<file path="src/rtl/kdlp_pkg.sv">
`timescale 1ns / 1ps
// ---------------------------------------------------------------------------
// kdlp_pkg: shared types and constants for the key debouncer
// request and event codes, register indexes and reset values
// ---------------------------------------------------------------------------
package kdlp_pkg;

  localparam int NUM_KEYS_DEF   = 4;
  localparam int TIME_WIDTH_DEF = 32;

  localparam int REQ_W     = 2;
  localparam int PIN_W     = 4;
  localparam int NOW_W     = 32;
  localparam int KEY_IDX_W = 2;
  localparam int OUT_W     = 4;
  localparam int EV_W      = 2;
  localparam int MS_W      = 16;
  localparam int CFG_IDX_W = 2;
  localparam int CFG_DATA_W = 16;

  localparam logic [MS_W-1:0] DEBOUNCE_RST   = 16'd20;
  localparam logic [MS_W-1:0] LONG_PRESS_RST = 16'd1000;
  localparam logic            ACTIVE_LOW_RST = 1'b1;

  localparam logic [CFG_IDX_W-1:0] CFG_DEBOUNCE   = 2'd0;
  localparam logic [CFG_IDX_W-1:0] CFG_LONG_PRESS = 2'd1;
  localparam logic [CFG_IDX_W-1:0] CFG_ACTIVE_LOW = 2'd2;

  typedef enum logic [REQ_W-1:0] {
    REQ_INIT  = 2'd0,
    REQ_SCAN  = 2'd1,
    REQ_FETCH = 2'd2
  } req_e;

  typedef enum logic [EV_W-1:0] {
    EV_NONE     = 2'd0,
    EV_CLICK    = 2'd1,
    EV_LONG     = 2'd2,
    EV_LONG_REL = 2'd3
  } ev_e;

  // per-key command for the word being processed
  typedef struct packed {
    logic init;
    logic scan;
    logic clr;
  } key_ctl_t;

endpackage

</file>
<file path="src/rtl/key_debounce_long_press.sv">
`timescale 1ns / 1ps
// ---------------------------------------------------------------------------
// key_debounce_long_press: multi-key debouncer with long-press detection
// input register, per-key update logic and a result register
// ---------------------------------------------------------------------------
//  channel | signals                                          | direction
//  --------+--------------------------------------------------+----------
//  request | in_valid_i, in_stall_o, req_type_i, pin_levels_i, | in
//          | now_ms_i, key_index_i                            |
//  result  | out_valid_o, out_stall_i, stable_pressed_o,       | out
//          | event_code_o                                     |
//  config  | cfg_we_i, cfg_idx_i, cfg_data_i                   | in
//
// one word per cycle while the result side does not stall; a taken request word
// is held in the input register, then loads the result register, where it is taken.
// a stalled result holds both stages; in_stall_o rises only while both
// stages are full and the result side stalls.
// reset clears all key state and loads the register defaults.
module key_debounce_long_press #(
  parameter int NUM_KEYS   = kdlp_pkg::NUM_KEYS_DEF,
  parameter int TIME_WIDTH = kdlp_pkg::TIME_WIDTH_DEF
) (
  input  logic                          clk_i,
  input  logic                          rst_ni,
  input  logic                          in_valid_i,
  output logic                          in_stall_o,
  input  logic [kdlp_pkg::REQ_W-1:0]     req_type_i,
  input  logic [kdlp_pkg::PIN_W-1:0]     pin_levels_i,
  input  logic [kdlp_pkg::NOW_W-1:0]     now_ms_i,
  input  logic [kdlp_pkg::KEY_IDX_W-1:0] key_index_i,
  output logic                          out_valid_o,
  input  logic                          out_stall_i,
  output logic [kdlp_pkg::OUT_W-1:0]     stable_pressed_o,
  output logic [kdlp_pkg::EV_W-1:0]      event_code_o,
  input  logic                          cfg_we_i,
  input  logic [kdlp_pkg::CFG_IDX_W-1:0] cfg_idx_i,
  input  logic [kdlp_pkg::CFG_DATA_W-1:0] cfg_data_i
);
  import kdlp_pkg::*;

  // configuration registers
  logic [MS_W-1:0] debounce_q;
  logic [MS_W-1:0] long_press_q;
  logic            active_low_q;

  always_ff @(posedge clk_i or negedge rst_ni) begin
    if (!rst_ni) begin
      debounce_q   <= DEBOUNCE_RST;
      long_press_q <= LONG_PRESS_RST;
      active_low_q <= ACTIVE_LOW_RST;
    end else if (cfg_we_i) begin
      case (cfg_idx_i)
        CFG_DEBOUNCE:   debounce_q   <= cfg_data_i[MS_W-1:0];
        CFG_LONG_PRESS: long_press_q <= cfg_data_i[MS_W-1:0];
        CFG_ACTIVE_LOW: active_low_q <= cfg_data_i[0];
        default: ;
      endcase
    end
  end

  // handshake between the stages
  logic s1_valid_q;
  logic out_valid_q;
  logic s2_ready;
  logic s1_ready;
  logic go;

  assign s2_ready   = !out_valid_q || !out_stall_i;
  assign s1_ready   = !s1_valid_q || s2_ready;
  assign go         = s1_valid_q && s2_ready;
  assign in_stall_o = !s1_ready;

  // input register
  logic [REQ_W-1:0]     req_q;
  logic [PIN_W-1:0]     pins_q;
  logic [NOW_W-1:0]     now_q;
  logic [KEY_IDX_W-1:0] idx_q;

  always_ff @(posedge clk_i or negedge rst_ni) begin
    if (!rst_ni) begin
      s1_valid_q <= 1'b0;
    end else if (s1_ready) begin
      s1_valid_q <= in_valid_i;
    end
  end

  always_ff @(posedge clk_i) begin
    if (s1_ready && in_valid_i) begin
      req_q  <= req_type_i;
      pins_q <= pin_levels_i;
      now_q  <= now_ms_i;
      idx_q  <= key_index_i;
    end
  end

  // request decode
  logic                  is_init, is_scan, is_fetch;
  logic [TIME_WIDTH-1:0] now_t;

  always_comb begin
    is_init  = 1'b0;
    is_scan  = 1'b0;
    is_fetch = 1'b0;
    case (req_e'(req_q))
      REQ_INIT:  is_init  = go;
      REQ_SCAN:  is_scan  = go;
      REQ_FETCH: is_fetch = go;
      default: ;
    endcase
  end

  assign now_t = TIME_WIDTH'(now_q);

  // key lanes
  logic [NUM_KEYS-1:0] stable_nxt;
  ev_e                 key_ev [NUM_KEYS];

  for (genvar k = 0; k < NUM_KEYS; k++) begin : g_key
    key_ctl_t ctl;
    logic     raw;

    // keys without a pin see level 0
    if (k < PIN_W) begin : g_pin
      assign raw = pins_q[k] ^ active_low_q;
    end else begin : g_nopin
      assign raw = active_low_q;
    end

    assign ctl.init = is_init;
    assign ctl.scan = is_scan;
    assign ctl.clr  = is_fetch && (int'(idx_q) == k);

    kdlp_key #(
      .TIME_WIDTH (TIME_WIDTH)
    ) u_key (
      .clk_i        (clk_i),
      .rst_ni       (rst_ni),
      .ctl_i        (ctl),
      .raw_i        (raw),
      .now_i        (now_t),
      .debounce_i   (debounce_q),
      .long_press_i (long_press_q),
      .stable_nxt_o (stable_nxt[k]),
      .event_o      (key_ev[k])
    );
  end

  // result word
  logic [OUT_W-1:0] stable_bits;
  logic [EV_W-1:0]  fetch_ev;

  always_comb begin
    stable_bits = '0;
    for (int k = 0; k < NUM_KEYS; k++) begin
      if (k < OUT_W) begin
        stable_bits[k] = stable_nxt[k];
      end
    end
  end

  always_comb begin
    fetch_ev = EV_NONE;
    for (int k = 0; k < NUM_KEYS; k++) begin
      if (is_fetch && (int'(idx_q) == k)) begin
        fetch_ev = key_ev[k];
      end
    end
  end

  logic [OUT_W-1:0] stable_pressed_q;
  logic [EV_W-1:0]  event_code_q;

  always_ff @(posedge clk_i or negedge rst_ni) begin
    if (!rst_ni) begin
      out_valid_q <= 1'b0;
    end else if (s2_ready) begin
      out_valid_q <= s1_valid_q;
    end
  end

  always_ff @(posedge clk_i) begin
    if (go) begin
      stable_pressed_q <= stable_bits;
      event_code_q     <= fetch_ev;
    end
  end

  assign out_valid_o      = out_valid_q;
  assign stable_pressed_o = stable_pressed_q;
  assign event_code_o     = event_code_q;

  // checks
  a_stall_cause: assert property (@(posedge clk_i) disable iff (!rst_ni)
    in_stall_o |-> (out_valid_o && out_stall_i))
    else $error("input stalled without a stalled result");

  a_advance: assert property (@(posedge clk_i) disable iff (!rst_ni)
    go |=> out_valid_o)
    else $error("processed word produced no result");

  a_event_fetch_only: assert property (@(posedge clk_i) disable iff (!rst_ni)
    (go && !is_fetch) |=> (event_code_o == EV_NONE))
    else $error("event reported for a non-fetch request");

endmodule

</file>
<file path="src/rtl/kdlp_key.sv">
`timescale 1ns / 1ps
// ---------------------------------------------------------------------------
// kdlp_key: state and update logic of one key
// debounce, press timing, click, long-press and long-release event latch
// ---------------------------------------------------------------------------
module kdlp_key #(
  parameter int TIME_WIDTH = kdlp_pkg::TIME_WIDTH_DEF
) (
  input  logic                     clk_i,
  input  logic                     rst_ni,
  input  kdlp_pkg::key_ctl_t       ctl_i,
  input  logic                     raw_i,
  input  logic [TIME_WIDTH-1:0]    now_i,
  input  logic [kdlp_pkg::MS_W-1:0] debounce_i,
  input  logic [kdlp_pkg::MS_W-1:0] long_press_i,
  output logic                     stable_nxt_o,
  output kdlp_pkg::ev_e            event_o
);
  import kdlp_pkg::*;

  logic                  stable_q, stable_d;
  logic                  last_q, last_d;
  logic                  fired_q, fired_d;
  logic [TIME_WIDTH-1:0] chg_q, chg_d;
  logic [TIME_WIDTH-1:0] press_q, press_d;
  ev_e                   pend_q, pend_d;

  logic [TIME_WIDTH-1:0] deb_age;
  logic [TIME_WIDTH-1:0] hold_age;

  always_comb begin
    stable_d = stable_q;
    last_d   = last_q;
    fired_d  = fired_q;
    chg_d    = chg_q;
    press_d  = press_q;
    pend_d   = pend_q;
    deb_age  = now_i - chg_q;
    hold_age = now_i - press_q;
    if (ctl_i.init) begin
      stable_d = raw_i;
      last_d   = raw_i;
      fired_d  = 1'b0;
      chg_d    = now_i;
      press_d  = now_i;
      pend_d   = EV_NONE;
    end else if (ctl_i.scan) begin
      if (raw_i != last_q) begin
        last_d = raw_i;
        chg_d  = now_i;
      end
      deb_age = now_i - chg_d;
      if ((deb_age >= TIME_WIDTH'(debounce_i)) && (raw_i != stable_q)) begin
        stable_d = raw_i;
        if (raw_i) begin
          press_d = now_i;
        end else begin
          pend_d = fired_q ? EV_LONG_REL : EV_CLICK;
        end
        fired_d = 1'b0;
      end
      hold_age = now_i - press_d;
      if (stable_d && !fired_d && (hold_age >= TIME_WIDTH'(long_press_i))) begin
        fired_d = 1'b1;
        pend_d  = EV_LONG;
      end
    end else if (ctl_i.clr) begin
      pend_d = EV_NONE;
    end
  end

  always_ff @(posedge clk_i or negedge rst_ni) begin
    if (!rst_ni) begin
      stable_q <= 1'b0;
      last_q   <= 1'b0;
      fired_q  <= 1'b0;
      chg_q    <= '0;
      press_q  <= '0;
      pend_q   <= EV_NONE;
    end else begin
      stable_q <= stable_d;
      last_q   <= last_d;
      fired_q  <= fired_d;
      chg_q    <= chg_d;
      press_q  <= press_d;
      pend_q   <= pend_d;
    end
  end

  assign stable_nxt_o = stable_d;
  assign event_o      = pend_q;

endmodule
</file>
<file path="config.mk">
export PLATFORM = sky130hd
export DESIGN_NAME = key_debounce_long_press
export DESIGN_NICKNAME = d
export VERILOG_FILES = /design/src/rtl/kdlp_pkg.sv /design/src/rtl/key_debounce_long_press.sv /design/src/rtl/kdlp_key.sv
export SDC_FILE = /design/constraint.sdc
export NUM_CORES = 2
export LEC_CHECK = 0
export BUFFER_PORTS_ARGS = -buffer_cell sky130_fd_sc_hd__buf_2
export CAP_MARGIN = 20
export CORE_UTILIZATION = 35
export CTS_CLUSTER_SIZE = 25
export DETAILED_ROUTE_END_ITERATION = 7
export GPL_TIMING_DRIVEN = 0
export REMOVE_ABC_BUFFERS = 1
export SLEW_MARGIN = 20
export SYNTH_ARGS = -nofsm -noshare
export SYNTH_HDL_FRONTEND = slang
export SYNTH_SLANG_ARGS = --single-unit
</file>
<file path="constraint.sdc">
create_clock -name clk_i -period 14.8 [get_ports clk_i]
set_input_delay 1.48 -clock clk_i [delete_from_list [all_inputs] [get_ports clk_i]]
set_output_delay 1.48 -clock clk_i [all_outputs]
set_load 0.05 [all_outputs]
</file>
* After elaboration in Yosys (flattened, before gate mapping)
Index checks and enable logic that the tools add are counted.
** Cells by class
- Bitwise operators :: 4
- Reduce and logical (&&, ||, !) cells :: 51
- Equality and inequality tests :: 23
- Order comparisons :: 8
- Add/sub/neg operators :: 8
- Mux-type cells :: 135
** Operators by type and width (number)
- $mux 32 :: 44
- $ge 32x16->1 :: 8
- $sub 32x32->32 :: 8
- $mux 2 :: 32
- $mux 1 :: 59
- $logic_and 1x1->1 :: 18
- $ne 4x2->1 const B :: 4
- $ne 4x4->1 const B :: 4
- $reduce_and 2->1 :: 7
- $reduce_and 3->1 :: 4
- $reduce_bool 3->1 :: 4
- $reduce_bool 2->1 :: 5
- $eq 2x2->1 const B :: 4
- $logic_not 1->1 :: 8
- $ne 1x1->1 :: 8
- $eq 2x1->1 const B :: 3
- $logic_not 2->1 :: 3
- $xor 1x1->1 :: 4
- $logic_or 1x1->1 :: 2
** Word-level totals
- Register bits after elaboration :: 357
- Output and inout bits :: 8
- Word-level logic and storage cells :: 264
- Input port bits :: 63

* Logic depth before layout (Yosys ltp)
- Word-level depth :: 18
- Gate-level depth with buffers :: 64
- Gate-level depth less buffers :: 58

* By module
From an unflattened synthesis, not the netlist that was laid out.
** Second synthesis, totals
- Cell total of the unflattened synthesis :: 4596
- Area, all modules :: 38410.6 um^2
** By module, submodules not included
- kdlp_key at g_key[2].u_key :: sequential area each 1726.7 um^2, area each 9160.0 um^2, times used 1, cells each 1141
- kdlp_key at g_key[1].u_key :: sequential area each 1726.7 um^2, area each 8982.4 um^2, times used 1, cells each 1149
- kdlp_key at g_key[0].u_key :: sequential area each 1726.7 um^2, area each 8705.8 um^2, times used 1, cells each 1078
- kdlp_key at g_key[3].u_key :: sequential area each 1726.7 um^2, area each 8683.3 um^2, times used 1, cells each 1078
- key_debounce_long_press :: sequential area each 2268.4 um^2, area each 2879.0 um^2, times used 1, cells each 150

* Least setup slack after synthesis
No wires, ideal clock.
- Path type :: register to register
- Start :: register active_low_q
- End :: register g_key[1].u_key.pend_q[1]
- Cell stages (with the launch flop) :: 60
- Period minus slack after synthesis :: 12.075 ns
- Library setup time :: 0.132 ns
- Path slack :: 2.725 ns
- Data arrival time :: 11.942 ns
- Path buffers :: 7
- Data required time :: 14.668 ns
- Cells stage by stage :: dfstp_2 buf_6 xnor3_1 clkbuf_1 clkbuf_1 buf_1 o21ai_0 ha_1 clkbuf_1 inv_1 ha_1 nor2_1 a22oi_1 o21ai_0 a21oi_1 o21ai_0 nand2_1 o21ai_0 (+24 left out) a22oi_1 o22ai_1 nor2b_1 a31oi_1 a21oi_1 xnor2_1 ha_1 a21oi_1 nor2b_1 o21ai_0 or4b_2 or4_1 nor4_1 nand2_1 nor4b_1 nand4_1 o31ai_1 a31oi_1
** On the way
- Cells in the longest elaborated chain, start to end :: 17
- Elaborated cells between the ends (all ways) :: 30
- Classes of those cells :: add/sub: 2; order compare: 2; eq/ne: 4; mux: 16; bitwise: 1; reduce/logical: 5
** RTL lines
- start, declared :: line key_debounce_long_press.sv:44 : logic active_low_q;
- start signal, assigned :: line key_debounce_long_press.sv:55 : CFG_ACTIVE_LOW: active_low_q <= cfg_data_i[0];
- $xor 1x1->1 (*) :: line key_debounce_long_press.sv:124 : assign raw = pins_q[k] ^ active_low_q;
- $ne 1x1->1 :: line kdlp_key.sv:48 : if (raw_i != last_q) begin
- $mux 32 :: line kdlp_key.sv:48
- $mux 32 :: line kdlp_key.sv:47 : end else if (ctl_i.scan) begin
- $mux 32 :: line kdlp_key.sv:40 : if (ctl_i.init) begin
- $sub 32x32->32 :: line kdlp_key.sv:52 : deb_age = now_i - chg_d;
- $ge 32x16->1 :: line kdlp_key.sv:53 : if ((deb_age >= TIME_WIDTH'(debounce_i)) && (raw_i != stable_q)) begin
- $logic_and 1x1->1 :: line kdlp_key.sv:53
- $mux 32 or $mux 1 (tied branches) :: line kdlp_key.sv:53
- $mux 32 or $mux 1 (tied branches) :: line kdlp_key.sv:47
- $mux 32 or $mux 1 (tied branches) :: line kdlp_key.sv:40
- $sub 32x32->32 or $logic_not 1->1 (tied branches) :: line kdlp_key.sv:62, kdlp_key.sv:63
- $ge 32x16->1 or $logic_and 1x1->1 (tied branches) :: line kdlp_key.sv:63 : if (stable_d && !fired_d && (hold_age >= TIME_WIDTH'(long_press_i))) begin
- $logic_and 1x1->1 :: line kdlp_key.sv:63
- $mux 2 :: line kdlp_key.sv:63
- $mux 2 :: line kdlp_key.sv:47
- $mux 2 :: line kdlp_key.sv:40
- end signal, assigned :: line kdlp_key.sv:86 : pend_q <= pend_d;
- end, declared :: line kdlp_key.sv:26 : ev_e pend_q, pend_d;
Mark *: on every way between the ends. The rest lies on a longest branch, timed or not. The select of a mux whose other input is x is not followed.
A chain may end at the register's enable or synchronous reset.

* Worst setup path in the final report
- Start :: register active_low_q
- End :: register g_key[2].u_key.fired_q
** On the way
- Cells in the longest elaborated chain, start to end :: 17
- Elaborated cells between the ends (all ways) :: 27
- Classes of those cells :: add/sub: 2; order compare: 2; eq/ne: 2; mux: 16; bitwise: 1; reduce/logical: 4
** RTL lines
- $xor 1x1->1 (*) :: line key_debounce_long_press.sv:124
- $ne 1x1->1 :: line kdlp_key.sv:48
- $mux 32 :: line kdlp_key.sv:48
- $mux 32 :: line kdlp_key.sv:47
- $mux 32 :: line kdlp_key.sv:40
- $sub 32x32->32 :: line kdlp_key.sv:52
- $ge 32x16->1 :: line kdlp_key.sv:53
- $logic_and 1x1->1 :: line kdlp_key.sv:53
- $mux 32 or $mux 1 (tied branches) :: line kdlp_key.sv:53
- $mux 32 or $mux 1 (tied branches) :: line kdlp_key.sv:47
- $mux 32 or $mux 1 (tied branches) :: line kdlp_key.sv:40
- $sub 32x32->32 or $logic_not 1->1 (tied branches) :: line kdlp_key.sv:62, kdlp_key.sv:63
- $ge 32x16->1 or $logic_and 1x1->1 (tied branches) :: line kdlp_key.sv:63
- $logic_and 1x1->1 :: line kdlp_key.sv:63
- $mux 1 (*) :: line kdlp_key.sv:63
- $mux 1 (*) :: line kdlp_key.sv:47
- $mux 1 (*) :: line kdlp_key.sv:40
- end signal, assigned :: line kdlp_key.sv:83 : fired_q <= fired_d;
- end, declared :: line kdlp_key.sv:23 : logic fired_q, fired_d;
Marks and branches as above.

==> results.sh <==
export IMPL_run_status="finished with violations"
export IMPL_violations="design-rule violations"
export IMPL_dr_total_vias=33660
export IMPL_grt_setup_unrepaired="false"
export IMPL_required_ns=15.32
export IMPL_dp_cells=5614
export IMPL_root_buffer="clkbuf_16"
export IMPL_crit_start="active_low_q$_DFFE_PN1P_"
export IMPL_synth_seq_cells=357
export IMPL_p_per_area_nw_per_um2=206.3
export IMPL_drt_pass1_iter_count=8
export IMPL_p_int_uw=4402
export IMPL_swShare_pct=48.51
export IMPL_ys_flop_type="dfrtp_1"
export IMPL_crit_type="flop to flop"
export IMPL_areaGrowthSynthToFinish_pct=12.57
export IMPL_worst_pin_slew_ns=1.227
export IMPL_wl_um=124400
export IMPL_grt_busiest_layer="met2"
export IMPL_r2r_start="active_low_q$_DFFE_PN1P_"
export IMPL_clock_path_buffers=3
export IMPL_hold_worst_slack_ns=0.5007
export IMPL_ff2ff_setup_slack_ns=0.79
export IMPL_initial_core_util_pct=35.42
export IMPL_r2r_end="g_key[2].u_key.fired_q$_DFFE_PN0P_"
export IMPL_hold_viol=0
export IMPL_pwr_share_clk_pct=13.8
export IMPL_rows=118
export IMPL_fin_worst_skew_ns=0.02851
export IMPL_fin_ws_ns=0.7901
export IMPL_drt_iter0_markers=2957
export IMPL_async_flop_share_pct=87.11
export IMPL_grtUsageMet2_pct=37.17
export IMPL_power_leakage_uw=0.01781
export IMPL_period_share_pct=94.66
export IMPL_net_switching_power_uw=4148
export IMPL_grt_usage_pct=22.70
export IMPL_dp_hpwl_um=97290
export IMPL_core_area_um2=103900
export IMPL_fill_cells=10600
export IMPL_drv_cap=0
export IMPL_cts_sinks=357
export IMPL_gp_congestion=0.9406
export IMPL_grt_overflow_total=0
export IMPL_pin_count=71
export IMPL_timing_fmax_ghz=0.07138
export IMPL_slowest_delay_ns=0.76
export IMPL_route_detailed_drc=2
export IMPL_post_route_cells_drive_above_1_share_pct=13.71
export IMPL_routed_via_density=5.890
export IMPL_vdd_drop_max_uv=143.3
export IMPL_port_buffers=70
export IMPL_cts_htree_levels=2
export IMPL_utilization_pct=39.88
export IMPL_setup_viol=0
export IMPL_cpMaxStageDelayCell="dfstp_4"
export IMPL_yosysWarnings=0
export IMPL_place_ws_ns=0.2319
export IMPL_endpoint_kind="flop"
export IMPL_synthCells=4317
export IMPL_pwr_share_seq_pct=17.9
export IMPL_holdBufCountCts=0
export IMPL_cp_arrival_ns=14.53
export IMPL_synth_edff_count=46
export IMPL_grt_antenna_before_repair=2
export IMPL_hold_path_class="flop to flop"
export IMPL_grt_max_degree=83
export IMPL_use_met1_pct=30.68
export IMPL_dieArea_um2=106500
export IMPL_slew_viol_final=0
export IMPL_nNetsFinal=4688
export IMPL_syn_avg_cell_area_um2=8.529
export IMPL_period_minus_slack_ns=14.01
export IMPL_startpoint_type="flop"
export IMPL_final_cells=5715
export IMPL_grt_pass1_vias=31740
export IMPL_cts_buffers_inserted=45
export IMPL_synth_cell_type_count=114
export IMPL_cts_tree="built"
export IMPL_ant_nets=0
export IMPL_pwr_share_comb_pct=68.3
export IMPL_maxSlewHeadroom_pct=17.31
export IMPL_die_x_um=326.3
export IMPL_grt_pass1_wl_um=189700
export IMPL_use_met3_pct=2.611
export IMPL_cp_max_fo=24
export IMPL_die_y_um=326.3
export IMPL_synth_area_um2=36820
export IMPL_r2r_cells=52
export IMPL_crit_path_end="g_key[2].u_key.fired_q$_DFFE_PN0P_"
export IMPL_wire_per_inst_um=21.76
export IMPL_seq_area_frac_synth_pct=24.92
export IMPL_clk_pin_slew_worst_paths_ns=0.06
export IMPL_clk_latency_ns=0.63
==> worst max-delay path: cells and delay by family (launching register included) <==
kind                     cells  cell delay [ns]
AND/OR/NAND/NOR             10             2.20
flip-flops                   1             0.76
XOR/XNOR                     3             1.08
buffers and inverters        3             0.29
adder cells (fa/ha/maj)      6             1.58
AO/OA/AOI/OAI               30             7.99
==> power by group through the flow <==
| stage | logic [µW] | clock network [µW] | registers (µW) |
|---|---|---|---|
| 6_report | 5840 | 1180 | 1530 |
| 5_1_grt | 6450 | 1240 | 1570 |
| 3_5_place_dp | 5700 | 0 | 1540 |
| 2_1_floorplan | 4250 | 0 | 1500 |
| 3_3_place_gp | 5530 | 0 | 1580 |
| 4_1_cts | 5730 | 1210 | 1520 |
==> final cells by class <==
type	instances	area [µm²]	share of cell area, %
multi-input combinational	3568	26310	63.48
sequential	357	9179	22.14
clock buffer	55	1184	2.856
antenna	1	2.502	0.006037
inverter	158	593.1	1.431
timing repair buffer	167	2085	5.029
tap	1380	1727	4.166
clock inverter	29	366.6	0.8844
==> cells in the final DEF, fill, tap and decap left out, types with 17 or more instances in the layout <==
cell | Yosys | layout
buf_8 | 0 | 45
nor4_1 | 24 | 24
nand4_1 | 76 | 76
o31ai_1 | 22 | 22
nand2b_1 | 65 | 65
dfrtp_1 | 302 | 302
and2_1 | 37 | 36
buf_2 | 25 | 69
nor2_1 | 266 | 262
and3_1 | 48 | 48
o211ai_1 | 45 | 45
inv_1 | 156 | 156
a21oi_1 | 323 | 316
a21o_1 | 183 | 183
maj3_1 | 53 | 53
nand3_1 | 90 | 90
clkbuf_16 | 0 | 45
o21ai_0 | 281 | 278
o21a_1 | 38 | 37
edfxtp_1 | 46 | 46
buf_4 | 1 | 17
or2_2 | 21 | 21
buf_16 | 0 | 31
xor2_1 | 86 | 86
o21bai_1 | 32 | 32
ha_1 | 324 | 324
mux2_2 | 251 | 251
or3_1 | 39 | 39
a211oi_1 | 46 | 46
mux2i_1 | 193 | 193
nor2b_1 | 83 | 83
nand2_1 | 340 | 340
nor3_1 | 71 | 70
a31oi_1 | 59 | 59
xnor2_1 | 101 | 101
o22ai_1 | 17 | 17
==> registers in the layout, summed over array words and instances (netlist names) <==
register,cells
active_low_q,1
debounce_q,16
event_code_o,2
g_key.u_key.chg_q,128
g_key.u_key.event_o,8
g_key.u_key.fired_q,4
g_key.u_key.last_q,4
g_key.u_key.press_q,128
g_key.u_key.stable_q,4
idx_q,2
long_press_q,16
now_q,32
out_valid_o,1
pins_q,4
req_q,2
s1_valid_q,1
stable_pressed_o,4
==> metal layers <==
layer | vias to the layer above | part of all wire [%]
met5 | - | 0.010
met4 | 2 | 4.0
met3 | 180 | 5.2
met2 | 974 | 45
met1 | 16430 | 45
li1 | 16080 | -
==> metrics by stage <==
stage	TNS [ns]	power (µW)	area, µm²
2_1_floorplan	-0.3739	5751	35890
3_3_place_gp	-161.38	7110	37960
3_5_place_dp	0	7243	39710
4_1_cts	0	8465	41260
5_1_grt	0	9263	41450
6_report	0	8550	41450
==> cell families after synthesis <==
logic type | count (synthesis) | share of synthesized area [%]
muxes | 446 | 13.05
buffers and inverters | 393 | 4.146
and+or+nand+nor | 1249 | 17.16
adders and majority gates | 382 | 12.70
xor gates and xnor gates | 195 | 4.965
AOI/OAI and AO/OA | 1295 | 23.06
DFF | 357 | 24.92
==> how the worst min path moves through the flow <==
stage / start / slack [ns] / to / cells after the start
floorplan: s1_valid_q$_DFFE_PN0N_ / 0.46 / out_valid_o$_DFFE_PN0P_ / 1
global placement: s1_valid_q$_DFFE_PN0N_ / 0.48 / out_valid_o$_DFFE_PN0P_ / 1
detailed placement: s1_valid_q$_DFFE_PN0N_ / 0.49 / out_valid_o$_DFFE_PN0P_ / 1
CTS: s1_valid_q$_DFFE_PN0N_ / 0.50 / out_valid_o$_DFFE_PN0P_ / 1
global route: g_key[0].u_key.chg_q[22]$_DFFE_PN0P_ / 0.51 / g_key[0].u_key.chg_q[22]$_DFFE_PN0P_ / 1
finish: s1_valid_q$_DFFE_PN0N_ / 0.50 / out_valid_o$_DFFE_PN0P_ / 1
==> timing repair <==
item                       4_1_cts  5_1_grt
gates resized for setup          0        8
setup endpoints to repair        0       10
setup buffers                    0       15
==> cell usage after synthesis (86+ instances only) <==
cell	number	area share, %
o21ai_0	281	3.8
a21o_1	183	3.7
inv_1	156	1.6
xor2_1	86	2.0
mux2i_1	193	5.2
clkbuf_1	184	1.9
xnor2_1	101	2.4
ha_1	324	11
mux2_2	251	7.7
nand3_1	90	1.2
a21oi_1	323	4.4
nor2_1	266	2.7
nand2_1	340	3.5
dfrtp_1	302	21
Power figures use the tool's default switching activity.
